File: config.mk
export PLATFORM = sky130hd
export DESIGN_NAME = wgcs_cmd_fifo
export DESIGN_NICKNAME = d
export VERILOG_FILES = /design/src/sv/wgcs_pkg.sv /design/src/sv/wgcs_cmd_fifo.sv
export SDC_FILE = /design/constraint.sdc
export NUM_CORES = 1
export LEC_CHECK = 0
export BUFFER_PORTS_ARGS = -buffer_cell sky130_fd_sc_hd__buf_2
export CORE_AREA = 2 2 104 106
export DETAILED_ROUTE_END_ITERATION = 8
export DIE_AREA = 0 0 106 108
export PLACE_DENSITY = 0.83
export SYNTH_ARGS = -nofsm -noshare
export SYNTH_HDL_FRONTEND = slang
export SYNTH_SLANG_ARGS = --single-unit
File: constraint.sdc
create_clock -name clk -period 5.1 [get_ports clk]
set_input_delay 0.51 -clock clk [delete_from_list [all_inputs] [get_ports clk]]
set_output_delay 0.51 -clock clk [all_outputs]
set_load 0.01 [all_outputs]
File: src/sv/wgcs_pkg.sv
// Package for the wrapped grid cell store: request and command codes,
// the command record passed from front to back, and coordinate helpers.
// No dependencies.
`default_nettype none

package wgcs_pkg;

  localparam logic [7:0] DEFAULT_SIZE = 8'd100;
  localparam logic [7:0] MIN_SIZE = 8'd10;

  localparam int CMDQ_DEPTH = 2;

  // Configuration register indexes.
  localparam logic REG_GRID_WIDTH = 1'b0;
  localparam logic REG_GRID_HEIGHT = 1'b1;

  typedef enum logic [3:0] {
    KIND_GET         = 4'd0,
    KIND_SET         = 4'd1,
    KIND_CLEAR       = 4'd2,
    KIND_EMPTY_TEST  = 4'd3,
    KIND_POINT_WRITE = 4'd4,
    KIND_DIR_WRITE   = 4'd5,
    KIND_MOVE_POINT  = 4'd6,
    KIND_MOVE_DIR    = 4'd7,
    KIND_DIR_TEST    = 4'd8
  } kind_e;

  typedef enum logic [2:0] {
    OP_NONE,
    OP_GET,
    OP_WRITE,
    OP_CLEAR,
    OP_TEST,
    OP_MOVE_PT,
    OP_MOVE_DIR
  } op_e;

  typedef enum logic [1:0] {
    BK_CLEAR,
    BK_IDLE,
    BK_ISSUE,
    BK_DATA
  } back_state_e;

  typedef struct packed {
    op_e         op;
    logic [7:0]  src_x;
    logic [7:0]  src_y;
    logic [7:0]  dst_x;
    logic [7:0]  dst_y;
    logic [1:0]  cell_kind;
    logic [31:0] payload;
  } cmd_t;

  typedef struct packed {
    logic [1:0]  kind;
    logic [31:0] payload;
    logic        free;
    logic        wrote;
  } res_t;

  function automatic logic [7:0] size_sel(input logic [7:0] v, input logic [10:0] maxv);
    if (v < MIN_SIZE) begin
      return DEFAULT_SIZE;
    end else if ({3'b000, v} > maxv) begin
      return maxv[7:0];
    end else begin
      return v;
    end
  endfunction

  function automatic logic signed [9:0] dir_dx(input logic [2:0] dir);
    case (dir)
      3'd0, 3'd1, 3'd7: return 10'sd1;
      3'd3, 3'd4, 3'd5: return -10'sd1;
      default:          return 10'sd0;
    endcase
  endfunction

  // Rows grow downward, so north is a step of minus one.
  function automatic logic signed [9:0] dir_dy(input logic [2:0] dir);
    case (dir)
      3'd1, 3'd2, 3'd3: return -10'sd1;
      3'd5, 3'd6, 3'd7: return 10'sd1;
      default:          return 10'sd0;
    endcase
  endfunction

  function automatic logic span_ok(input logic signed [9:0] v, input logic [7:0] lim);
    return !v[9] && (unsigned'(v) < {2'b00, lim});
  endfunction

  // Columns wrap once: below zero goes to the last column, past the end to zero.
  function automatic logic [7:0] wrap_col(input logic signed [9:0] x, input logic [7:0] gw);
    if (x[9]) begin
      return gw - 8'd1;
    end else if (unsigned'(x) >= {2'b00, gw}) begin
      return 8'd0;
    end else begin
      return x[7:0];
    end
  endfunction

endpackage

`default_nettype wire

File: src/sv/wgcs_cmd_fifo.sv
// Two-entry command queue between the classifier and the cell sequencer.
// Uses wgcs_pkg.
`default_nettype none

module wgcs_cmd_fifo (
  input  logic           clk,
  input  logic           rst,
  input  logic           push,
  input  wgcs_pkg::cmd_t push_cmd,
  input  logic           pop,
  output wgcs_pkg::cmd_t head,
  output logic           full,
  output logic           empty
);

  localparam int PW = (wgcs_pkg::CMDQ_DEPTH > 1) ? $clog2(wgcs_pkg::CMDQ_DEPTH) : 1;

  wgcs_pkg::cmd_t slots [wgcs_pkg::CMDQ_DEPTH];
  logic [PW-1:0] wr_ptr;
  logic [PW-1:0] rd_ptr;
  logic [PW:0]   count;

  assign head = slots[rd_ptr];
  assign full = (count == (PW + 1)'(wgcs_pkg::CMDQ_DEPTH));
  assign empty = (count == '0);

  always_ff @(posedge clk) begin
    if (push) begin
      slots[wr_ptr] <= push_cmd;
    end
  end

  always_ff @(posedge clk) begin
    if (rst) begin
      wr_ptr <= '0;
      rd_ptr <= '0;
      count <= '0;
    end else begin
      if (push) begin
        wr_ptr <= (wr_ptr == PW'(wgcs_pkg::CMDQ_DEPTH - 1)) ? '0 : wr_ptr + 1'b1;
      end
      if (pop) begin
        rd_ptr <= (rd_ptr == PW'(wgcs_pkg::CMDQ_DEPTH - 1)) ? '0 : rd_ptr + 1'b1;
      end
      if (push && !pop) begin
        count <= count + 1'b1;
      end else if (pop && !push) begin
        count <= count - 1'b1;
      end
    end
  end

endmodule

`default_nettype wire

[Word level (Yosys, flattened, before mapping)]
Memories as Yosys holds them, arrays and structs flattened. A register that Yosys moved wholly into a read port is not among the register bits.
Index checks and enable logic that the tools add are counted.
Storage, ports and cells
  register bits: 4
  bits in writable memories: 138
  output and inout port bits: 71
  word-level logic and storage cells: 23
  memories kept: 1
Cells by class
  add/sub/neg operators: 4
  equality and inequality tests: 1
  multiplexer cells: 8
  reduce and logical (&&, ||, !) cells: 6
Memory list
  slots: words 2, width 69, rd ports 1, clocked after Yosys merged registers in 1, write ports 1, RTL line wgcs_cmd_fifo.sv:18  | wgcs_pkg::cmd_t slots [wgcs_pkg::CMDQ_DEPTH];
Operator list (count)
  $mux W1: 6
  $mux W2: 2
  $add A1 B1 Y1 const B: 2
  $add A2 B1 Y2 const B: 1
  $eq A2 B2 Y1 const B: 1
  $logic_and A1 B1 Y1: 2
  $logic_not A1 Y1: 2
  $logic_not A2 Y1: 1
  $reduce_bool A2 Y1: 1
  $sub A2 B1 Y2 const B: 1

[Logic depth before layout (Yosys ltp)]
Gate-level depths: netlist of run 1.
  word-level depth: 4
  mapped depth: 5
  gate-level depth less buffers: 5

[Worst setup path before layout of run 1]
Ideal clock, no wire load.
  kind: input port to flip-flop
  start point: in push
  end point: mem slots[0][0] (netlist bit) (enable)
  setup time: 0.505 ns
  data arrival time: 3.538 ns
  data required time: 4.595 ns
  path slack: 1.057 ns
  stages: 1
  path through: nor2b_1
Between the ends
  cells in the longest elaborated chain, start to end: 2
RTL lines
  start, declared: RTL line wgcs_cmd_fifo.sv:8  | input logic push,
  $mux W1: RTL line wgcs_cmd_fifo.sv:28  | if (push) begin
  $mux W1 (not written as such): RTL line wgcs_cmd_fifo.sv:29  | slots[wr_ptr] <= push_cmd;
  end, declared: RTL line wgcs_cmd_fifo.sv:18
Every way passes these cells.

==> results of run 1 <==
## per-layer routing
layer	vias to the layer above	track usage	wire length, microns
met4	0	0.0855	180
met3	13	0.0494	512
met5	-	0	0
met1	1297	0.179	3520
met2	98	0.263	4470
li1	1245	-	-
## stage by stage
stage | cell area, sq um | utilization | total power, mW | hold WS [ns]
finish | 6660 | 0.651 | 2.87 | 0.187
CTS | 6660 | 0.651 | 2.90 | 0.164
floorplan | 5230 | - | 1.58 | 0.461
detailed placement | 6070 | 0.593 | 1.70 | 0.490
global route | 6660 | 0.651 | 2.98 | 0.162
global placement | 6070 | 0.593 | 1.69 | 0.479
## flip-flops by register name, summed over array words and instances, names as in the netlist, named ones only
name	cells
rd_ptr	1
count	2
slots	138
wr_ptr	1
## cell usage in the layout, fill, tap and decap left out, types with 2 or more instances in the layout
cell type,count
buf_2,143
bufinv_16,3
clkbuf_1,3
clkbuf_16,16
clkbuf_8,3
clkinv_2,2
clkinvlp_4,4
dfxtp_1,4
edfxtp_1,138
mux2_2,59
mux2_4,10
nor2_1,5
xnor2_1,2
xor2_1,2
## kinds of logic after synthesis
| group | count (synthesis) |
|---|---|
| buffers and inverters | 9 |
| XOR/XNOR | 4 |
| AND/OR/NAND/NOR | 9 |
| adder cells (fa/ha/maj) | 1 |
| multiplexers | 69 |
| flip-flops | 143 |
| AO/OA/AOI/OAI | 2 |
## cells in the mapped netlist, drive strengths merged
cell | number | share of area
ha | 1 | 0.0024
xor2 | 2 | 0.0034
xnor2 | 2 | 0.0034
edfxtp | 138 | 0.79
mux2 | 69 | 0.16
o21ai | 1 | 0.00096
buf | 8 | 0.012
dfxtp | 5 | 0.019
or3 | 1 | 0.0012
nor2b | 2 | 0.0024
and2 | 1 | 0.0012
a21oi | 1 | 0.00096
nor2 | 5 | 0.0036
inv | 1 | 0.00072
## how the worst min path moves through the flow
stage	startpoint	endpoint	slack [ns]	cells after the start
6_report	push_cmd[0]	slots[0][0]$_DFFE_PP_	0.19	1
5_1_grt	push_cmd[63]	slots[1][63]$_DFFE_PP_	0.16	1
4_1_cts	push_cmd[63]	slots[1][63]$_DFFE_PP_	0.16	1
3_5_place_dp	count[1]$_SDFFE_PP0P_	count[1]$_SDFFE_PP0P_	0.49	2
3_3_place_gp	count[1]$_SDFFE_PP0P_	count[1]$_SDFFE_PP0P_	0.48	2
2_1_floorplan	count[1]$_SDFFE_PP0P_	count[1]$_SDFFE_PP0P_	0.46	2
## layout make-up
class | instances | area [sq um] | share of cell area
timing repair buffer | 144 | 723 | 0.109
tap | 136 | 170 | 0.0255
inverter | 1 | 3.75 | 0.000563
multi-input combinational | 85 | 926 | 0.139
sequential | 143 | 4250 | 0.638
clock buffer | 22 | 453 | 0.0680
clock inverter | 10 | 139 | 0.0208
## power by group
| part | internal [mW] | switching, mW |
|---|---|---|
| Clock | 0.769 | 0.434 |
| Sequential | 1.37 | 0.0402 |
| Combinational | 0.134 | 0.124 |
==> run_results.csv, run 1 <==
group,metric,value,unit
routing,dr.pass1.iters,5,
clocking,tritoncts,"yes",
synthesis,ys_warn_count,0,
global_route,grt.total_usage,0.156,
routing,wire_per_inst,16.1,microns
worst_setup_path,crit_path_top_delay_cell,"dfxtp_4",
place,pre_cts_slack,2.60,ns
synthesis,synth-xor-area-share,0.00670,
synthesis,yosysUniqueCellTypes,17,
floorplan,die-area,11400,sq um
clocking,htree_num_levels,4,
synthesis,synth_nets,311,
synthesis,synth-seq-cells,143,
clocking,clk_path_buf_depth,2,
floorplan,io_pins,144,
floorplan,rows,37,
worst_hold_path,min-delay-path-class,"input pin to register",
global_route,grt_first_pass_wirelength,13100,microns
pwr,powerDensity,431,nW/um^2
worst_setup_path,required,4.59,ns
global_route,grt_max_degree,70,
worst_setup_path,cp_top_family,"flip-flops",
worst_setup_path,crit_cells,2,
floorplan,die_width,106,microns
cells_and_area,drive_above_1_share,0.605,
routing,drt-initial-drc-count,104,
worst_setup_path,worst-path-max-fanout,69,
cells_and_area,final_net_count,466,
synthesis,syn_inst,237,
clocking,clockRootBuffer,"clkbuf_8",
synthesis,synth-adder-area-share,0.00239,
worst_setup_path,crit_chain,"mux2_2 -> buf_2",
cells_and_area,antenna_cells,0,
timing,hold_violations,0,
timing,fmax,0.377,GHz
place,port_buffers,143,
pwr,ir_worst_vdd,0.296,mV
worst_setup_path,crit_type,"register to output pin",
place,place_congestion,0.690,
synthesis,synth_top_family_by_area,"multiplexers",
timing,setup_viol,0,
clocking,ctsResizeCount,0,
worst_setup_path,regToRegSetupSlack,2.98,ns
cells_and_area,syn_to_final_growth,27.5,%
routing,routed_via_density,4.90,
worst_setup_path,worst_setup_path_end_kind,"output pin",
synthesis,synth_area_per_cell,22.1,sq um
timing,rsz0062_at_grt,"false",
place,dpl.cell_count,509,
clocking,numCtsBuffers,17,
timing,layout_setup_ws,2.45,ns
worst_setup_path,timing.critical_path.buf_inv,1,
worst_setup_path,rr_worst_depth,2,
worst_setup_path,r2r-start,"wr_ptr$_SDFFE_PP0P_",
global_route,antenna_found_initial,0,
flow_run,max_cap_violations,0,
pwr,p_leak,2.53,nW
synthesis,muxShareOfSynthArea,0.156,
worst_setup_path,startpoint_type,"register",
timing,period_needed,2.65,ns
worst_setup_path,worstPathArrival,2.14,ns
floorplan,start_util,0.511,
routing,vias,2653,
clocking,clock_latency,0.51,ns
clocking,cts.clk_slew.worst_paths,0.06,ns
global_route,grt_remaining_overflow,0,
synthesis,seq_area_frac_synth,0.812,
worst_setup_path,rr_endpoint,"slots[0][42]$_DFFE_PP_",
routing,ant_nets,0,
synthesis,syn-cell-area,5230,sq um
clocking,postCtsSetupBuffers,0,
synthesis,synth-compound-area-share,0.00192,
timing,setup_tns,0,ns
status,status,"completed",
place,hpwl,5430,microns
floorplan,core,10200,sq um
floorplan,die_h,108,microns
worst_setup_path,crit_path_end,"head[49]",
timing,drv_slew,0,
worst_setup_path,slowest_delay,0.99,ns
clocking,postCtsHoldBufs,0,
timing,worst_pin_slew,1.04,ns
timing,max-slew-margin-rel,0.308,
cells_and_area,nFillCells,735,
cells_and_area,stdcell_count,541,
synthesis,yosys.area_share.simple,0.00838,
timing,post-route-period-util,0.520,
routing,postRouteWirelength,8690,microns
routing,drc,0,
clocking,cts.sinks,143,
timing,fin_skew,0.00711,ns
global_route,grt_pass1_vias,2689,
Power figures use the tool's default switching activity.
==> run 2: changes to the inputs <==
clock period = 2.7 ns   (was 5.1 ns; I/O delays follow)
==> run_results.csv, run 2 (same netlist as run 1, synthesis figures left out) <==
group,metric,value,unit
cells_and_area,syn_to_final_growth,41.8,%
cells_and_area,largestRegisters,"slots x138, count x2",
global_route,grt_pass1_vias,3258,
worst_hold_path,min-delay-path-class,"input pin to register",
flow_run,max_cap_violations,0,
floorplan,core,10200,sq um
timing,post-route-period-util,0.850,
cells_and_area,seq_area,4250,sq um
cells_and_area,layout_common_cells,"143 x buf_2, 138 x edfxtp_1, 70 x dlygate4sd3_1",
cells_and_area,multiInputGateArea,926,sq um
clocking,cts.sinks,143,
routing,wire_per_inst,17.0,microns
worst_setup_path,worst_setup_path_end_kind,"output pin",
worst_setup_path,startpoint_type,"register",
floorplan,die_h,108,microns
timing,fin_skew,0.00451,ns
cells_and_area,largest_register_ffs,138,
place,hpwl,5930,microns
cells_and_area,regMostFlops,"slots",
routing,vias,2988,
worst_hold_path,min_delay_path_depth,3,
timing,setup_tns,0,ns
worst_setup_path,required,2.43,ns
pwr,powerDensity,751,nW/um^2
clocking,clockRootBuffer,"clkbuf_8",
worst_setup_path,worstPathArrival,2.02,ns
timing,whs,0.0517,ns
floorplan,io_pins,144,
clocking,tritoncts,"yes",
routing,routed_via_density,4.87,
floorplan,start_util,0.511,
timing,max-slew-margin-rel,0.562,
clocking,cts.clk_slew.worst_paths,0.06,ns
timing,drv_slew,0,
global_route,grt_first_pass_wirelength,15600,microns
clocking,htree_num_levels,4,
cells_and_area,fin_util,0.724,
routing,postRouteWirelength,10400,microns
routing,ant_nets,0,
worst_setup_path,rr_worst_depth,2,
status,status,"completed",
place,port_buffers,143,
timing,period_needed,2.29,ns
global_route,grt_max_degree,49,
place,place_congestion,0.697,
timing,worst_pin_slew,0.657,ns
pwr,p_leak,2.85,nW
floorplan,rows,37,
global_route,grt.total_usage,0.188,
routing,drt-initial-drc-count,113,
worst_setup_path,worst-path-max-fanout,39,
worst_setup_path,crit_type,"register to output pin",
pwr,ir_worst_vdd,0.495,mV
timing,setup_viol,0,
routing,drc,0,
global_route,grt_remaining_overflow,0,
cells_and_area,drive_above_1_share,0.515,
timing,fmax,0.436,GHz
cells_and_area,antenna_cells,0,
cells_and_area,layout_commonest_cell,"buf_2",
clocking,clock_latency,0.51,ns
cells_and_area,nFillCells,617,
clocking,postCtsSetupBuffers,0,
floorplan,die_width,106,microns
cells_and_area,final_net_count,539,
clocking,numCtsBuffers,17,
timing,hold_violations,0,
routing,dr.pass1.iters,4,
timing,rsz0062_at_grt,"false",
clocking,clk_path_buf_depth,2,
floorplan,die-area,11400,sq um
global_route,antenna_found_initial,0,
run 2: changes by cell type in the layout (fill, tap and decap cells not counted), sizes merged:
cell	previous run	this run
buf	144	147
bufinv	3	4
dlygate4sd3	0	70
clkinv	3	7
clkbuf	22	18
clkinvlp	4	3
run 2: timing repair:
| item | 4_1_cts | 5_1_grt |
|---|---|---|
| gates resized for setup | 0 | 0 |
| endpoints found under the hold margin | 143 | 0 |
| endpoints found under the setup margin | 0 | 0 |
| hold buffers | 70 | 0 |
run 2: power by group:
group | internal [mW] | switching [mW] | total (mW)
registers | 2.59 | 0.0576 | 2.65
clock network | 1.48 | 0.829 | 2.31
logic | 0.328 | 0.284 | 0.612
run 2: metal layers:
metal / track usage / vias to the layer above / share of wire
li1: - / 1390 / -
met1: 0.199 / 1466 / 0.39
met2: 0.346 / 117 / 0.54
met3: 0.0627 / 15 / 0.058
met4: 0.0752 / 0 / 0.014
met5: 0 / - / 0
run 2: worst paths after layout:
path / start / endpoint / slack (ns)
worst max-delay path: register / head[37] / 0.41
worst min-delay path: pop / register / 0.05
worst max register to register: wr_ptr$_SDFFE_PP0P_ / slots[1][16]$_DFFE_PP_ / 1.19
worst min register to register: rd_ptr$_SDFFE_PP0P_ / register / 0.52
run 2: critical path: stages, from the launching register on:
cell and delay, ns:
dfxtp_4 0.64, buf_12 0.29, mux2_2 0.39, buf_2 0.15
run 2: area by class of cell:
type,instances,area share
Sequential cell,143,0.573
Clock inverter,14,0.0233
Inverter,1,0.000507
Tap cell,136,0.0230
Timing Repair Buffer,217,0.199
Clock buffer,18,0.0564
Multi-Input combinational cell,85,0.125
run 2: per-stage QoR:
| step | total power, mW | area, sq um | setup WS [ns] | cells |
|---|---|---|---|---|
| final | 5.57 | 7410 | 0.406 | 614 |
| after global routing | 5.75 | 7410 | 0.297 | 614 |
| after CTS | 5.60 | 7410 | 0.366 | 614 |
| after detailed placement | 3.22 | 6120 | 0.914 | 512 |
| after global placement | 3.20 | 6120 | 0.916 | 512 |
| after floorplan | 2.99 | 5230 | 0.141 | 237 |
==> run 3: changes to the inputs <==
clock period = 2.4 ns   (was 2.7 ns; I/O delays follow)
==> run_results.csv, run 3 (same netlist as run 1, synthesis figures left out) <==
group,metric,value,unit
timing,fin_skew,0.00773,ns
floorplan,die-area,11400,sq um
cells_and_area,layout_commonest_cell,"buf_2",
global_route,grt_first_pass_wirelength,15600,microns
timing,setup_viol,0,
timing,drv_slew,0,
routing,postRouteWirelength,10300,microns
routing,wire_per_inst,16.8,microns
pwr,ir_worst_vdd,0.521,mV
place,place_congestion,0.708,
global_route,grt_pass1_vias,3198,
global_route,grt_busiest_layer,"met2",
clocking,numCtsBuffers,17,
place,port_buffers,143,
global_route,use_met1,0.202,
pwr,sequentialPowerShare,0.482,
worst_setup_path,crit_path_top_delay_cell,"dfxtp_4",
timing,fmax,0.479,GHz
global_route,use_met3,0.0597,
worst_setup_path,required,2.16,ns
timing,setup_tns,0,ns
clocking,clockRootBuffer,"clkbuf_8",
worst_setup_path,worst-path-max-fanout,47,
cells_and_area,layout_common_cells,"143 x buf_2, 138 x edfxtp_1, 71 x dlygate4sd3_1",
pwr,p_leak,2.85,nW
routing,drc,0,
pwr,p_switching,1.31,mW
floorplan,io_pins,144,
routing,vias,2993,
worst_setup_path,startpoint_type,"register",
clocking,htree_num_levels,4,
routing,drt-initial-drc-count,165,
clocking,cts.clk_slew.worst_paths,0.06,ns
pwr,powerDensity,831,nW/um^2
global_route,antenna_found_initial,1,
timing,period_needed,2.09,ns
floorplan,start_util,0.511,
routing,ant_nets,0,
global_route,grt_max_degree,48,
global_route,grt.total_usage,0.187,
pwr,internal_power,4.84,mW
routing,routed_via_density,4.87,
worst_hold_path,min-delay-path-class,"input pin to register",
pwr,pwr-share-comb,0.114,
timing,max-slew-margin-rel,0.670,
clocking,clock_latency,0.51,ns
cells_and_area,design_area,7400,sq um
floorplan,die_h,108,microns
clocking,tritoncts,"yes",
cells_and_area,syn_to_final_growth,41.6,%
worst_setup_path,worstPathArrival,1.85,ns
place,hpwl,6050,microns
worst_setup_path,crit_chain,"buf_12 -> mux2_2 -> buf_2",
floorplan,rows,37,
global_route,grt_remaining_overflow,0,
worst_setup_path,slowest_delay,0.47,ns
floorplan,die_width,106,microns
pwr,p_sw_frac,0.213,
cells_and_area,drive_above_1_share,0.519,
status,status,"completed",
worst_setup_path,crit_type,"register to output pin",
timing,worst_pin_slew,0.495,ns
cells_and_area,largest_register_ffs,138,
cells_and_area,final_net_count,541,
clocking,cts.sinks,143,
flow_run,max_cap_violations,0,
worst_setup_path,worst_setup_path_end_kind,"output pin",
cells_and_area,nFillCells,636,
pwr,clkPwrFrac,0.404,
timing,rsz0062_at_grt,"false",
cells_and_area,regMostFlops,"slots",
floorplan,core,10200,sq um
place,placed_area,6130,sq um
global_route,use_met2,0.337,
routing,dr.pass1.iters,4,
clocking,clk_path_buf_depth,2,
cells_and_area,largestRegisters,"slots x138, count x2",
clocking,ctsResizeCount,0,
timing,hold_violations,0,
timing,post-route-period-util,0.870,
==> run 3: power groups by stage <==
| stage | combinational, mW | clock [mW] | sequential (mW) |
|---|---|---|---|
| floorplan | 0.366 | 0 | 2.99 |
| global placement | 0.600 | 0 | 3.00 |
| detailed placement | 0.612 | 0 | 3.01 |
| CTS | 0.707 | 2.53 | 2.96 |
| global route | 0.756 | 2.64 | 2.98 |
| finish | 0.703 | 2.48 | 2.96 |
==> run 3: timing repair <==
item	in CTS	in global routing
setup buffers	0	0
hold endpoints to repair	143	0
hold buffers	71	0
==> run 3: layout make-up <==
class	instances	area, sq um	area share
Clock inverter	13	149	0.0201
Tap cell	136	170	0.0230
Inverter	1	3.75	0.000507
Clock buffer	17	414	0.0559
Sequential cell	143	4250	0.574
Timing Repair Buffer	219	1490	0.201
Multi-Input combinational cell	85	926	0.125
Antenna cell	1	2.50	0.000338
==> run 3: path summary, 6_finish.rpt <==
check / endpoint / from / depth (start not counted) / slack [ns]
setup / recovery: head[58] / register / 3 / 0.31
hold reg to reg: count[1]$_SDFFE_PP0P_ / count[1]$_SDFFE_PP0P_ / 2 / 0.54
setup reg to reg: slots[1][32]$_DFFE_PP_ / wr_ptr$_SDFFE_PP0P_ / 2 / 0.87
hold / removal: rd_ptr$_SDFFE_PP0P_ / pop / 3 / 0.03
==> run 3: critical path: cells and delay by family, from the launching register on <==
family / cells / cell delay (ns)
buf+inv: 2 / 0.45
mux: 1 / 0.39
flops: 1 / 0.47
==> run 3: routing by layer <==
layer,wire length (microns),vias up
met4,160,0
li1,-,1394
met2,5630,105
met3,523,15
met1,4020,1479
met5,0,-
==> run 3: stage by stage <==
step | std cells | util | hold WS [ns] | setup WS [ns] | power (mW)
floorplan | 237 | - | 0.309 | 0.609 | 3.36
global placement | 513 | 0.599 | 0.427 | 0.855 | 3.60
detailed placement | 513 | 0.599 | 0.432 | 0.842 | 3.63
CTS | 614 | 0.723 | 0.00602 | 0.282 | 6.20
global route | 615 | 0.723 | 0.0242 | 0.224 | 6.38
finish | 615 | 0.723 | 0.0300 | 0.313 | 6.15
