--- src/sv/wgcs_pkg.sv ---
// Package for the wrapped grid cell store: request and command codes,
// the command record passed from front to back, and coordinate helpers.
// No dependencies.
`default_nettype none

package wgcs_pkg;

  localparam logic [7:0] DEFAULT_SIZE = 8'd100;
  localparam logic [7:0] MIN_SIZE = 8'd10;

  localparam int CMDQ_DEPTH = 2;

  // Configuration register indexes.
  localparam logic REG_GRID_WIDTH = 1'b0;
  localparam logic REG_GRID_HEIGHT = 1'b1;

  typedef enum logic [3:0] {
    KIND_GET         = 4'd0,
    KIND_SET         = 4'd1,
    KIND_CLEAR       = 4'd2,
    KIND_EMPTY_TEST  = 4'd3,
    KIND_POINT_WRITE = 4'd4,
    KIND_DIR_WRITE   = 4'd5,
    KIND_MOVE_POINT  = 4'd6,
    KIND_MOVE_DIR    = 4'd7,
    KIND_DIR_TEST    = 4'd8
  } kind_e;

  typedef enum logic [2:0] {
    OP_NONE,
    OP_GET,
    OP_WRITE,
    OP_CLEAR,
    OP_TEST,
    OP_MOVE_PT,
    OP_MOVE_DIR
  } op_e;

  typedef enum logic [1:0] {
    BK_CLEAR,
    BK_IDLE,
    BK_ISSUE,
    BK_DATA
  } back_state_e;

  typedef struct packed {
    op_e         op;
    logic [7:0]  src_x;
    logic [7:0]  src_y;
    logic [7:0]  dst_x;
    logic [7:0]  dst_y;
    logic [1:0]  cell_kind;
    logic [31:0] payload;
  } cmd_t;

  typedef struct packed {
    logic [1:0]  kind;
    logic [31:0] payload;
    logic        free;
    logic        wrote;
  } res_t;

  function automatic logic [7:0] size_sel(input logic [7:0] v, input logic [10:0] maxv);
    if (v < MIN_SIZE) begin
      return DEFAULT_SIZE;
    end else if ({3'b000, v} > maxv) begin
      return maxv[7:0];
    end else begin
      return v;
    end
  endfunction

  function automatic logic signed [9:0] dir_dx(input logic [2:0] dir);
    case (dir)
      3'd0, 3'd1, 3'd7: return 10'sd1;
      3'd3, 3'd4, 3'd5: return -10'sd1;
      default:          return 10'sd0;
    endcase
  endfunction

  // Rows grow downward, so north is a step of minus one.
  function automatic logic signed [9:0] dir_dy(input logic [2:0] dir);
    case (dir)
      3'd1, 3'd2, 3'd3: return -10'sd1;
      3'd5, 3'd6, 3'd7: return 10'sd1;
      default:          return 10'sd0;
    endcase
  endfunction

  function automatic logic span_ok(input logic signed [9:0] v, input logic [7:0] lim);
    return !v[9] && (unsigned'(v) < {2'b00, lim});
  endfunction

  // Columns wrap once: below zero goes to the last column, past the end to zero.
  function automatic logic [7:0] wrap_col(input logic signed [9:0] x, input logic [7:0] gw);
    if (x[9]) begin
      return gw - 8'd1;
    end else if (unsigned'(x) >= {2'b00, gw}) begin
      return 8'd0;
    end else begin
      return x[7:0];
    end
  endfunction

endpackage

`default_nettype wire

--- src/sv/wgcs_front.sv ---
// Request classifier: wraps columns, checks rows and folds every request into
// a command for the back end. Uses wgcs_pkg.
`default_nettype none

module wgcs_front (
  input  logic [3:0]          kind,
  input  logic signed [8:0]   x_coord,
  input  logic signed [8:0]   y_coord,
  input  logic [2:0]          direction,
  input  logic [1:0]          cell_kind,
  input  logic [31:0]         payload,
  input  logic signed [8:0]   target_x,
  input  logic signed [8:0]   target_y,
  input  logic [7:0]          grid_width,
  input  logic [7:0]          grid_height,
  output wgcs_pkg::cmd_t      cmd
);

  logic signed [9:0] xe, ye, tye, txe, nx_raw, ny_raw;
  logic [7:0] wx, nx, twx;
  logic src_in, y_ok, nb_ok, ty_ok;

  always_comb begin
    xe = $signed({x_coord[8], x_coord});
    ye = $signed({y_coord[8], y_coord});
    txe = $signed({target_x[8], target_x});
    tye = $signed({target_y[8], target_y});
    nx_raw = xe + wgcs_pkg::dir_dx(direction);
    ny_raw = ye + wgcs_pkg::dir_dy(direction);

    wx = wgcs_pkg::wrap_col(xe, grid_width);
    nx = wgcs_pkg::wrap_col(nx_raw, grid_width);
    twx = wgcs_pkg::wrap_col(txe, grid_width);

    y_ok = wgcs_pkg::span_ok(ye, grid_height);
    nb_ok = wgcs_pkg::span_ok(ny_raw, grid_height);
    ty_ok = wgcs_pkg::span_ok(tye, grid_height);
    src_in = wgcs_pkg::span_ok(xe, grid_width) && y_ok;

    // Any request that cannot touch a cell becomes OP_NONE, whose result is all zero.
    cmd.op = wgcs_pkg::OP_NONE;
    cmd.src_x = xe[7:0];
    cmd.src_y = ye[7:0];
    cmd.dst_x = xe[7:0];
    cmd.dst_y = ye[7:0];
    cmd.cell_kind = cell_kind;
    cmd.payload = payload;

    case (kind)
      wgcs_pkg::KIND_GET: begin
        if (src_in) cmd.op = wgcs_pkg::OP_GET;
      end
      wgcs_pkg::KIND_SET: begin
        if (src_in && (cell_kind != 2'd0)) cmd.op = wgcs_pkg::OP_WRITE;
      end
      wgcs_pkg::KIND_CLEAR: begin
        if (src_in) cmd.op = wgcs_pkg::OP_CLEAR;
      end
      wgcs_pkg::KIND_EMPTY_TEST: begin
        if (src_in) cmd.op = wgcs_pkg::OP_TEST;
      end
      wgcs_pkg::KIND_POINT_WRITE: begin
        if (y_ok) cmd.op = wgcs_pkg::OP_WRITE;
        cmd.dst_x = wx;
      end
      wgcs_pkg::KIND_DIR_WRITE: begin
        if (nb_ok) cmd.op = wgcs_pkg::OP_WRITE;
        cmd.dst_x = nx;
        cmd.dst_y = ny_raw[7:0];
      end
      wgcs_pkg::KIND_MOVE_POINT: begin
        // An out-of-range source reads as empty, so nothing would be copied.
        if (ty_ok && src_in) cmd.op = wgcs_pkg::OP_MOVE_PT;
        cmd.dst_x = twx;
        cmd.dst_y = tye[7:0];
      end
      wgcs_pkg::KIND_MOVE_DIR: begin
        if (src_in && nb_ok) cmd.op = wgcs_pkg::OP_MOVE_DIR;
        cmd.dst_x = nx;
        cmd.dst_y = ny_raw[7:0];
      end
      wgcs_pkg::KIND_DIR_TEST: begin
        if (nb_ok) cmd.op = wgcs_pkg::OP_TEST;
        cmd.dst_x = nx;
        cmd.dst_y = ny_raw[7:0];
      end
      default: begin
        cmd.op = wgcs_pkg::OP_NONE;
      end
    endcase
  end

endmodule

`default_nettype wire

--- config.mk ---
export PLATFORM = sky130hd
export DESIGN_NAME = wgcs_front
export DESIGN_NICKNAME = d
export VERILOG_FILES = /design/src/sv/wgcs_pkg.sv /design/src/sv/wgcs_front.sv
export SDC_FILE = /design/constraint.sdc
export NUM_CORES = 1
export LEC_CHECK = 0
export ABC_CLOCK_PERIOD_IN_PS = 5100
export BUFFER_PORTS_ARGS = -buffer_cell sky130_fd_sc_hd__buf_2
export CAP_MARGIN = 15
export CORE_UTILIZATION = 40
export DETAILED_ROUTE_END_ITERATION = 16
export PLACE_DENSITY = 0.72
export SYNTH_ARGS = -nofsm -noshare
export SYNTH_HDL_FRONTEND = slang
export SYNTH_SLANG_ARGS = --single-unit
export TNS_END_PERCENT = 20
--- constraint.sdc ---
create_clock -name vclk -period 5.1
set_input_delay 0.765 -clock vclk [all_inputs]
set_output_delay 0.765 -clock vclk [all_outputs]
set_load 0.01 [all_outputs]
=== Yosys cells after proc, flatten, opt, wreduce, memory -nomap -nowiden ===
Index checks and enable logic that the tools add are counted.

* Flip-flop bits (word level): 0
* Logic and storage cells: 65
* Output and inout bits: 69

* Equality and inequality tests: 15
* Add/subtract/negate cells: 3
* $lt $le $gt $ge: 7
* Reduce and logical (&&, ||, !) cells: 20
* Mux-type cells: 20

{| class="wikitable"
|+ Operator list
! cell !! number
|-
| 2-to-1 mux 8 bit || 6
|-
| less-than comparator 10 x 8 -> 1 bit || 4
|-
| one-hot mux 10 bit (2 select lines) || 2
|-
| >= comparator 10 x 8 -> 1 bit || 3
|-
| one-hot mux 3 bit (9 select lines) || 1
|-
| one-hot mux 8 bit (3 select lines) || 1
|-
| adder 9 x 10 -> 10 bit || 2
|-
| == test 4 x 3 -> 1 bit (second input constant) || 4
|-
| one-hot mux 8 bit (2 select lines) || 1
|-
| OR reduction 3 bit || 5
|-
| == test 3 bit (second input constant) || 4
|-
| 2-to-1 mux 3 bit || 4
|-
| == test 4 x 2 -> 1 bit (second input constant) || 2
|-
| logical AND 1 bit || 8
|-
| 2-to-1 mux 2 bit || 4
|-
| subtractor 8 x 1 -> 8 bit (second input constant) || 1
|-
| == test 3 x 2 -> 1 bit (second input constant) || 2
|-
| == test 4 x 1 -> 1 bit (second input constant) || 1
|-
| == test 4 bit (second input constant) || 1
|-
| zero test 1 bit || 4
|-
| zero test 4 bit || 1
|-
| == test 3 x 1 -> 1 bit (second input constant) || 1
|-
| zero test 3 bit || 1
|-
| nonzero test 2 bit || 1
|-
| 2-to-1 mux 1 bit || 1
|}

=== Longest topological paths before layout ===
Gate-level depths: netlist of run 1.

* Depth after elaboration: 9
* Mapped depth: 17
* Depth with buffers taken out: 17

=== Least setup slack after synthesis of run 1 ===
OpenSTA, ideal clock, no wires.

* Path type: input to output
* From: input port direction[2]
* To: output port cmd[46] (netlist name)
* Arrival: 3,961 ps
* Cell stages on the path: 16
* Slack: 374 ps
* Buffers on the path: 0
* Data required time: 4,335 ps
* Cell sequence: mux2_2 inv_1 ha_1 a21oi_1 a21o_1 nand2_1 a31o_2 xnor2_1 inv_1 ha_1 a211oi_1 o21ai_0 a41o_1 a21oi_1 o211ai_1 a41oi_1

{| class="wikitable"
|+ RTL lines
! element !! RTL line !! source
|-
| from (decl) || wgcs_front.sv:9 || <nowiki>input logic [2:0] direction,</nowiki>
|-
| to (decl) || wgcs_front.sv:16 || <nowiki>output wgcs_pkg::cmd_t cmd</nowiki>
|}

==> run metrics, run 1 <==
ANT nets after route 0; share of the synthesized area in the top cell type 26.9%; power share of the clock group 0%; register area share after synthesis 0%; hpwl dp 6.94 mm; final count of hold timing violations 0; pwr/cell area 119 nW/µm²; Die ar. 7800 µm²; Seq pwr share 0%; Max FO, Critical Path 5; DRC violation count after routing 0; Hold Crit Class input port to output port; fin crit period 4.94 ns; # placed instances 557; ranking of synthesized cells by area ha_1 27%, buf_4 13%, nand2_1 5.7%; clock buffers 0; Post-Syn Instances 409; Detailed Route WL 8.01 mm; gpl congestion 0.846; CP Class input port to output port; DIE WIDTH 88.3 µm; initial core utilization 41.3%; IO Port Bufs 98; Final Net Count 619; Yosys warning total 0; required time worst endpoint 4.34 ns; I/O pins 162; diode count 0; largest net degree at the start of global routing 12; Peak supply drop 63.6 µV; status complete, no violations; initial antenna violation count 0; Syn Nets 568; register area 0 µm²; crit path capture type output port; FILL cells 742; row count 31; CP startpoint direction[2]; DR vias 3,069; Leak 1.67 nW; GR Util All Layers 19.6%; Int Power 0.171 mW; Slew Limit Fails 0; vias in the first global route 2,854; vias per cell 5.51; post-DR wirelength/cell 14.4 µm; first-pass GRT wire length 12.5 mm; grt ovf 0; Sw Share 56.4%; die height 88.3 µm; crit share post-route 96.8%; Psw 0.221 mW; HP Start payload[10]; Hold WS 1.53 ns; most frequent cells in the layout 98 x buf_2, 63 x ha_1, 45 x nand2_1; syn_area_per_cell 7.29 µm²; f_max 202 MHz; Area Growth Syn to Fin 10.3%; CP startpoint kind input port; Worst Tran Pin Value 0.821 ns; DRT iter0 DRCs 106; 1st-pass router iterations 4; relative slew slack 45.1%; Netlist cell types 58; share of cells above drive strength 1 27.3%; maxcap violations 0; final cell count without fillers 557; core footprint 7210 µm²; Logic pwr share 100.0%; hold_buf cts 0; cell area after synthesis 2980 µm²; # setup viols final 0; area of the multi-input gates 2510 µm²; most common cell after layout, fill and taps aside buf_2; WP data arrival 4.17 ns; Seq Cell Count 0; Yosys top cell by area ha_1
[power groups by stage]
stage	logic (mW)	clock network, mW	registers (mW)
2_1_floorplan	0.295	0	0
3_3_place_gp	0.369	0	0
3_5_place_dp	0.381	0	0
4_1_cts	0.383	0	0
5_1_grt	0.441	0	0
6_report	0.393	0	0
[cells in the mapped netlist (3+ instances only)]
library cell and count:
nor3_1 6, nand2b_1 10, o21a_1 5, ha_1 64, nand2_1 45, and3_1 3
xnor2_1 12, buf_4 50, o22ai_1 4, a221oi_1 3, nor2b_1 5, xor2_1 6
inv_1 35, nor2_1 19, a211oi_1 10, a21o_1 6, a22oi_1 11, o21ai_0 14
o211ai_1 10, o21ai_1 3, nand3_1 9, a31oi_1 3, o21bai_1 4, a21oi_1 28
[worst max-delay path: stages]
cell,delay (ns)
buf_2,0.11
mux2_2,0.38
inv_2,0.13
ha_4,0.23
a21oi_2,0.17
a21o_1,0.16
nand2_1,0.08
a31o_2,0.29
xnor2_2,0.15
inv_1,0.06
ha_1,0.31
a211oi_2,0.20
o21ai_0,0.11
a41o_1,0.21
a21oi_1,0.17
buf_4,0.16
o211ai_1,0.08
a32oi_1,0.24
buf_2,0.16
[per-layer routing]
metal | up-vias | GRT usage, % | share of wire [%]
li1 | 1555 | - | -
met1 | 1413 | 23.0 | 42
met2 | 91 | 39.7 | 52
met3 | 10 | 0.840 | 5.0
met4 | 0 | 1.91 | 0.55
met5 | - | 0 | 0
[final timing paths]
kind              slack (ns)  cells after the start      end
setup / recovery        0.16                     19  cmd[43]
hold / removal          1.53                      0  cmd[10]
[area by class of cell]
cell class	count	area share, %
multi-input cells	321	76.4
inverters	35	3.99
well taps	99	3.77
repair buffers	102	15.8
[repair_timing]
action	in CTS	in global routing
pin swaps	0	1
resized for setup	1	8
setup buffers	0	0
setup endpoints to repair	4	10
endpoints found under the hold margin	0	0
[cells by family after synthesis]
kind of cell	after synthesis	synth area share, %
AO/OA/AOI/OAI	124	30.2
XOR/XNOR	18	5.29
AND/OR/NAND/NOR	111	18.2
multiplexers	2	0.713
buffers and inverters	88	17.4
adder cells (fa/ha/maj)	66	28.2
[metrics by stage]
step / setup TNS (ns) / util (%) / setup slack [ns] / power (mW) / instance area [µm²]
finish: 0 / 45.6 / 0.161 / 0.393 / 3290
global route: -0.0339 / 45.6 / -0.0227 / 0.441 / 3290
CTS: 0 / 44.9 / 0.00700 / 0.383 / 3240
detailed placement: -0.100 / 44.9 / -0.0360 / 0.381 / 3240
global placement: 0 / 44.9 / 0.107 / 0.369 / 3240
floorplan: 0 / - / 0.374 / 0.295 / 2980
(Power assumes the default switching activity.)
==> run 2: changes to the inputs <==
GPL_TIMING_DRIVEN = 0   (was default)
==> run 2 against run 1 <==
Effect of this change:
- combinational power is 13% higher
- final cell count is 15% higher
- utilization is 7.6 points higher
- flip-flop and latch count stayed put
- setup slack better by 0.0045 ns
- fmax hardly changed
==> run metrics, run 2 (same netlist as run 1, synthesis figures left out) <==
status complete, no violations; most common cell after layout, fill and taps aside buf_2; DIE WIDTH 88.3 µm (unchanged); Power, Total 0.444 mW (+13%); CP startpoint kind input port; register area 0 µm² (unchanged); Slew Limit Fails 0 (unchanged); Die ar. 7800 µm² (unchanged); vias per cell 5.30 (-3.9%); pre-CTS WS -0.486 ns (-0.450 ns); critical path, cell by cell buf_2 > nand2_1 > mux2_4 > clkinvlp_4 > buf_4 > ha_1 > nand3_1 > a21o_1 > nand2_1 > a31o_2 > xnor2_2 > inv_1 > ha_1 > a211oi_2 > o21ai_0 > a41o_1 > a21oi_4 > o211ai_1 > a41oi_2 > buf_2; I/O pins 162 (unchanged); Hold Crit Class input port to output port; RSZ-0062 raised after global routing yes; crit share post-route 96.8% (about the same); required time worst endpoint 4.34 ns (about the same); largest net degree at the start of global routing 11 (-1); GR Util All Layers 20.6% (+1.1 points); initial core utilization 41.3% (unchanged); gpl congestion 0.870 (+2.8%); Seq Cell Count 0 (unchanged); final count of hold timing violations 0 (unchanged); most frequent cells in the layout 129 x buf_2, 63 x ha_1, 53 x buf_4; final cell count without fillers 639 (+15%); crit path max-delay cell type ha_1; Max FO, Critical Path 6 (+1); CP peak stage delay 0.29 ns (-0.09 ns); IO Port Bufs 128 (+31%); final worst setup slack 0.166 ns (+0.00447 ns); share of cells above drive strength 1 38.3% (+11 points); vias in the first global route 3,245 (+14%); first-pass GRT wire length 13.3 mm (+6.5%); row count 31 (unchanged); post-DR wirelength/cell 13.3 µm (-7.5%); WP data arrival 4.17 ns (about the same); Final Instance Area 3840 µm² (+17%); hpwl dp 7.46 mm (+7.4%); DRT iter0 DRCs 107 (+0.94%); maxcap violations 0 (unchanged); TNS Setup 0 ns (unchanged); core footprint 7210 µm² (unchanged); Area after DPL 3750 µm² (+16%); DRC violation count after routing 0 (unchanged); fin crit period 4.93 ns (-0.00447 ns); initial antenna violation count 0 (unchanged); FILL cells 735 (-0.94%); Area Growth Syn to Fin 28.7%; die height 88.3 µm (unchanged); CP Class input port to output port; diode count 0 (unchanged); Leak 2.02 nW (+21%); Detailed Route WL 8.50 mm (+6.1%); Final Net Count 701 (+13%); grt ovf 0 (unchanged); Util after Layout 53.2% (+7.6 points); relative slew slack 45.6% (+0.51 points); 1st-pass router iterations 4 (unchanged); # setup viols final 0 (unchanged); crit path capture type output port; ANT nets after route 0 (unchanged); pwr/cell area 116 nW/µm² (-3.0%); Peak supply drop 72.4 µV (+14%); Hold WS 1.71 ns (+0.183 ns); # placed instances 636 (+14%); Worst Tran Pin Value 0.813 ns (-0.00762 ns); f_max 203 MHz (about the same); clock buffers 0 (unchanged); DR vias 3,384 (+10%)
run 2: changes by cell type in the layout (fill, tap and decap cells not counted), moves of 2 or more:
cell,before,now
clkbuf_1,0,2
buf_2,98,129
buf_4,4,53
a21oi_1,27,25
run 2: cell type report:
cell class,instances,area (µm²),area share [%]
multi-input cells,321,2530,65.9
inverters,35,135,3.52
well taps,99,124,3.23
plain buffers,53,388,10.1
repair buffers,131,663,17.3
run 2: power by group:
group	switching (mW)	total, mW	leakage, nW	internal, mW
logic	0.240	0.444	2.02	0.204
registers	0	0	0	0
clock network	0	0	0	0
total	0.240	0.444	2.02	0.204
run 2: timing repair:
action / CTS / global route
hold buffers: 0 / 0
buffers inserted: 2 / 1
endpoints found under the setup margin: 8 / 10
gates cloned: 0 / 0
pin swaps: 1 / 7
gates resized for setup: 6 / 6
run 2: worst paths after layout:
| check | start | to | depth (start not counted) |
|---|---|---|---|
| setup / recovery | direction[1] | cmd[46] | 20 |
| hold / removal | payload[27] | cmd[27] | 2 |
run 2: layer usage:
layer / share of wire [%] / global-route usage (%) / up-vias
met5: 0 / 0 / -
met4: 0.75 / 2.93 / 0
met3: 5.8 / 1.59 / 6
met2: 53 / 42.6 / 113
met1: 40 / 22.9 / 1542
li1: - / - / 1723
run 2: critical path: cells and delay by family:
| kind | cells | cell delay (ns) |
|---|---|---|
| AO/OA/AOI/OAI | 8 | 1.57 |
| XOR/XNOR | 1 | 0.18 |
| adder cells (fa/ha/maj) | 2 | 0.55 |
| AND/OR/NAND/NOR | 3 | 0.27 |
| buffers and inverters | 5 | 0.65 |
| multiplexers | 1 | 0.18 |
==> run 3: changes to the inputs <==
--- a/config.mk
+++ b/config.mk
@@ -10,2 +10,3 @@
 export CAP_MARGIN = 15
+export CORE_MARGIN = 5
 export CORE_UTILIZATION = 40
==> constraint.sdc (replaced) <==
create_clock -name vclk -period 5.1
set_input_delay 1.02 -clock vclk [all_inputs]
set_output_delay 1.02 -clock vclk [all_outputs]
set_load 0.01 [all_outputs]
==> run 3 against run 2 <==
Effect of this change:
- the flow now finishes with violations (setup timing)
- design area is 3.7% higher
- die area is 19% higher
- global-route usage is 1.8 points lower
- fmax is 5.6% lower
- critical path depth is 2 lower
- clock-buffer cell count stayed put
- critical path type unchanged
- largest cell class unchanged
==> run metrics, run 3 (same netlist as run 1, synthesis figures left out) <==
status complete, but fails checks; failing checks setup timing; hold_buf cts 0 (unchanged); CP top delay family compound AO/OA/AOI/OAI gates; 1st-pass router iterations 4 (unchanged); Psw 0.257 mW (+6.9%); Logic pwr share 100.0% (about the same); crit path max-delay cell type mux2_4; Slew Limit Fails 0 (unchanged); die height 96.3 µm (+9.1%); Worst Tran Pin Value 0.849 ns (+0.0359 ns); crit path capture type output port; row count 31 (unchanged); core footprint 7250 µm² (+0.54%); DRC violation count after routing 0 (unchanged); post-DR wirelength/cell 14.4 µm (+8.3%); crit share post-route 103% (+5.8 points); share of cells above drive strength 1 41.2% (+2.9 points); Seq Cell Count 0 (unchanged); CP Depth 18 (-10%); required time worst endpoint 4.08 ns (-0.26 ns); CP Class input port to output port; Hold Crit Class input port to output port; GR Util All Layers 18.8% (-1.8 points); pwr/cell area 121 nW/µm² (+4.1%); final worst setup slack -0.129 ns (-0.294 ns); grt ovf 0 (unchanged); RSZ-0062 raised after global routing yes; power share of the clock group 0% (unchanged); Sw Share 53.6% (-0.55 points); ANT nets after route 0 (unchanged); HP Start payload[28]; fin crit period 5.23 ns (+0.294 ns); TNS Setup -0.652 ns (-0.652 ns); CP peak stage delay 0.34 ns (+0.05 ns); most frequent cells in the layout 126 x buf_2, 60 x ha_1, 54 x buf_4; Hold Path Cell Cnt 2 (unchanged); top layer used by detailed routing met4; # setup viols final 9 (+9); register area 0 µm² (unchanged); critical path, cell by cell buf_6 > mux2_4 > inv_8 > ha_4 > a21oi_4 > a21o_1 > nand2_2 > a31o_4 > xnor2_4 > inv_2 > ha_4 > a211oi_2 > o21ai_1 > a41o_1 > a21oi_4 > o211ai_1 > a41oi_2 > buf_2; vias in the first global route 3,354 (+3.4%); Met2 Routed Length 4.76 mm (+4.9%); Seq pwr share 0% (unchanged); DRT iter0 DRCs 114 (+6.5%); CP startpoint kind input port; initial core utilization 41.1% (-0.22 points); first-pass GRT wire length 14.5 mm (+9.1%); Hold Path End cmd[28]; Die ar. 9280 µm² (+19%); Util after Layout 54.9% (+1.7 points); WP buf/inv 4 (-1); relative slew slack 43.2% (-2.4 points); Final Net Count 702 (+0.14%); wire length on met3 531 µm (+8.4%); Detailed Route WL 9.22 mm (+8.4%); diode count 0 (unchanged); clock buffers 0 (unchanged); WP data arrival 4.21 ns (+0.04 ns); M1 WL 3.74 mm (+9.7%); Leak 2.05 nW (+1.3%); Max FO, Critical Path 6 (unchanged); gpl congestion 0.904 (+3.9%); DR vias 3,386 (+0.059%); largest net degree at the start of global routing 11 (unchanged); f_max 191 MHz (-5.6%); Area Growth Syn to Fin 33.5%; DIE WIDTH 96.3 µm (+9.1%); hpwl dp 8.08 mm (+8.3%); I/O pins 162 (unchanged); final count of hold timing violations 0 (unchanged); Peak supply drop 72.1 µV (-0.45%); most common cell after layout, fill and taps aside buf_2; maxcap violations 0 (unchanged); initial antenna violation count 0 (unchanged); vias per cell 5.29 (about the same); Int Power 0.223 mW (+9.3%); IO Port Bufs 128 (unchanged)
run 3: power groups by stage:
stage | clock network (mW) | logic, mW | registers (mW)
2_1_floorplan | 0 | 0.297 | 0
3_3_place_gp | 0 | 0.416 | 0
3_5_place_dp | 0 | 0.429 | 0
4_1_cts | 0 | 0.465 | 0
5_1_grt | 0 | 0.536 | 0
6_report | 0 | 0.480 | 0
run 3: worst max path at each step:
stage | end | from
floorplan | cmd[42] | direction[2]
global route | cmd[43] | direction[2]
global placement | cmd[47] | direction[2]
finish | cmd[46] | direction[2]
CTS | cmd[43] | direction[2]
detailed placement | cmd[46] | direction[2]
run 3: repair_timing:
item	CTS	global route
pin swaps	16	14
buffers inserted	3	1
gates resized for setup	28	10
endpoints found under the setup margin	10	10
run 3: layout make-up:
type,instances,area (µm²)
Inverter,35,139
Tap cell,99,124
Buffer,53,388
Multi-Input combinational cell,321,2640
Timing Repair Buffer,132,689
Fill cell,712,3270
run 3: per-stage QoR:
| step | setup WS, ns | hold slack, ns | power, mW | instances | instance area [µm²] |
|---|---|---|---|---|---|
| finish | -0.129 | 2.22 | 0.480 | 640 | 3980 |
| global route | -0.319 | 2.23 | 0.536 | 640 | 3980 |
| CTS | -0.187 | 2.23 | 0.465 | 639 | 3930 |
| detailed placement | -0.762 | 2.23 | 0.429 | 636 | 3760 |
| global placement | -0.687 | 2.23 | 0.416 | 636 | 3760 |
| floorplan | 0.0475 | 2.13 | 0.297 | 409 | 2990 |
run 3: routing by layer:
layer	vias to the layer above	GRT usage [%]
li1	1727	-
met1	1533	21.8
met2	112	38.1
met3	14	0.313
met4	0	3.27
met5	-	0
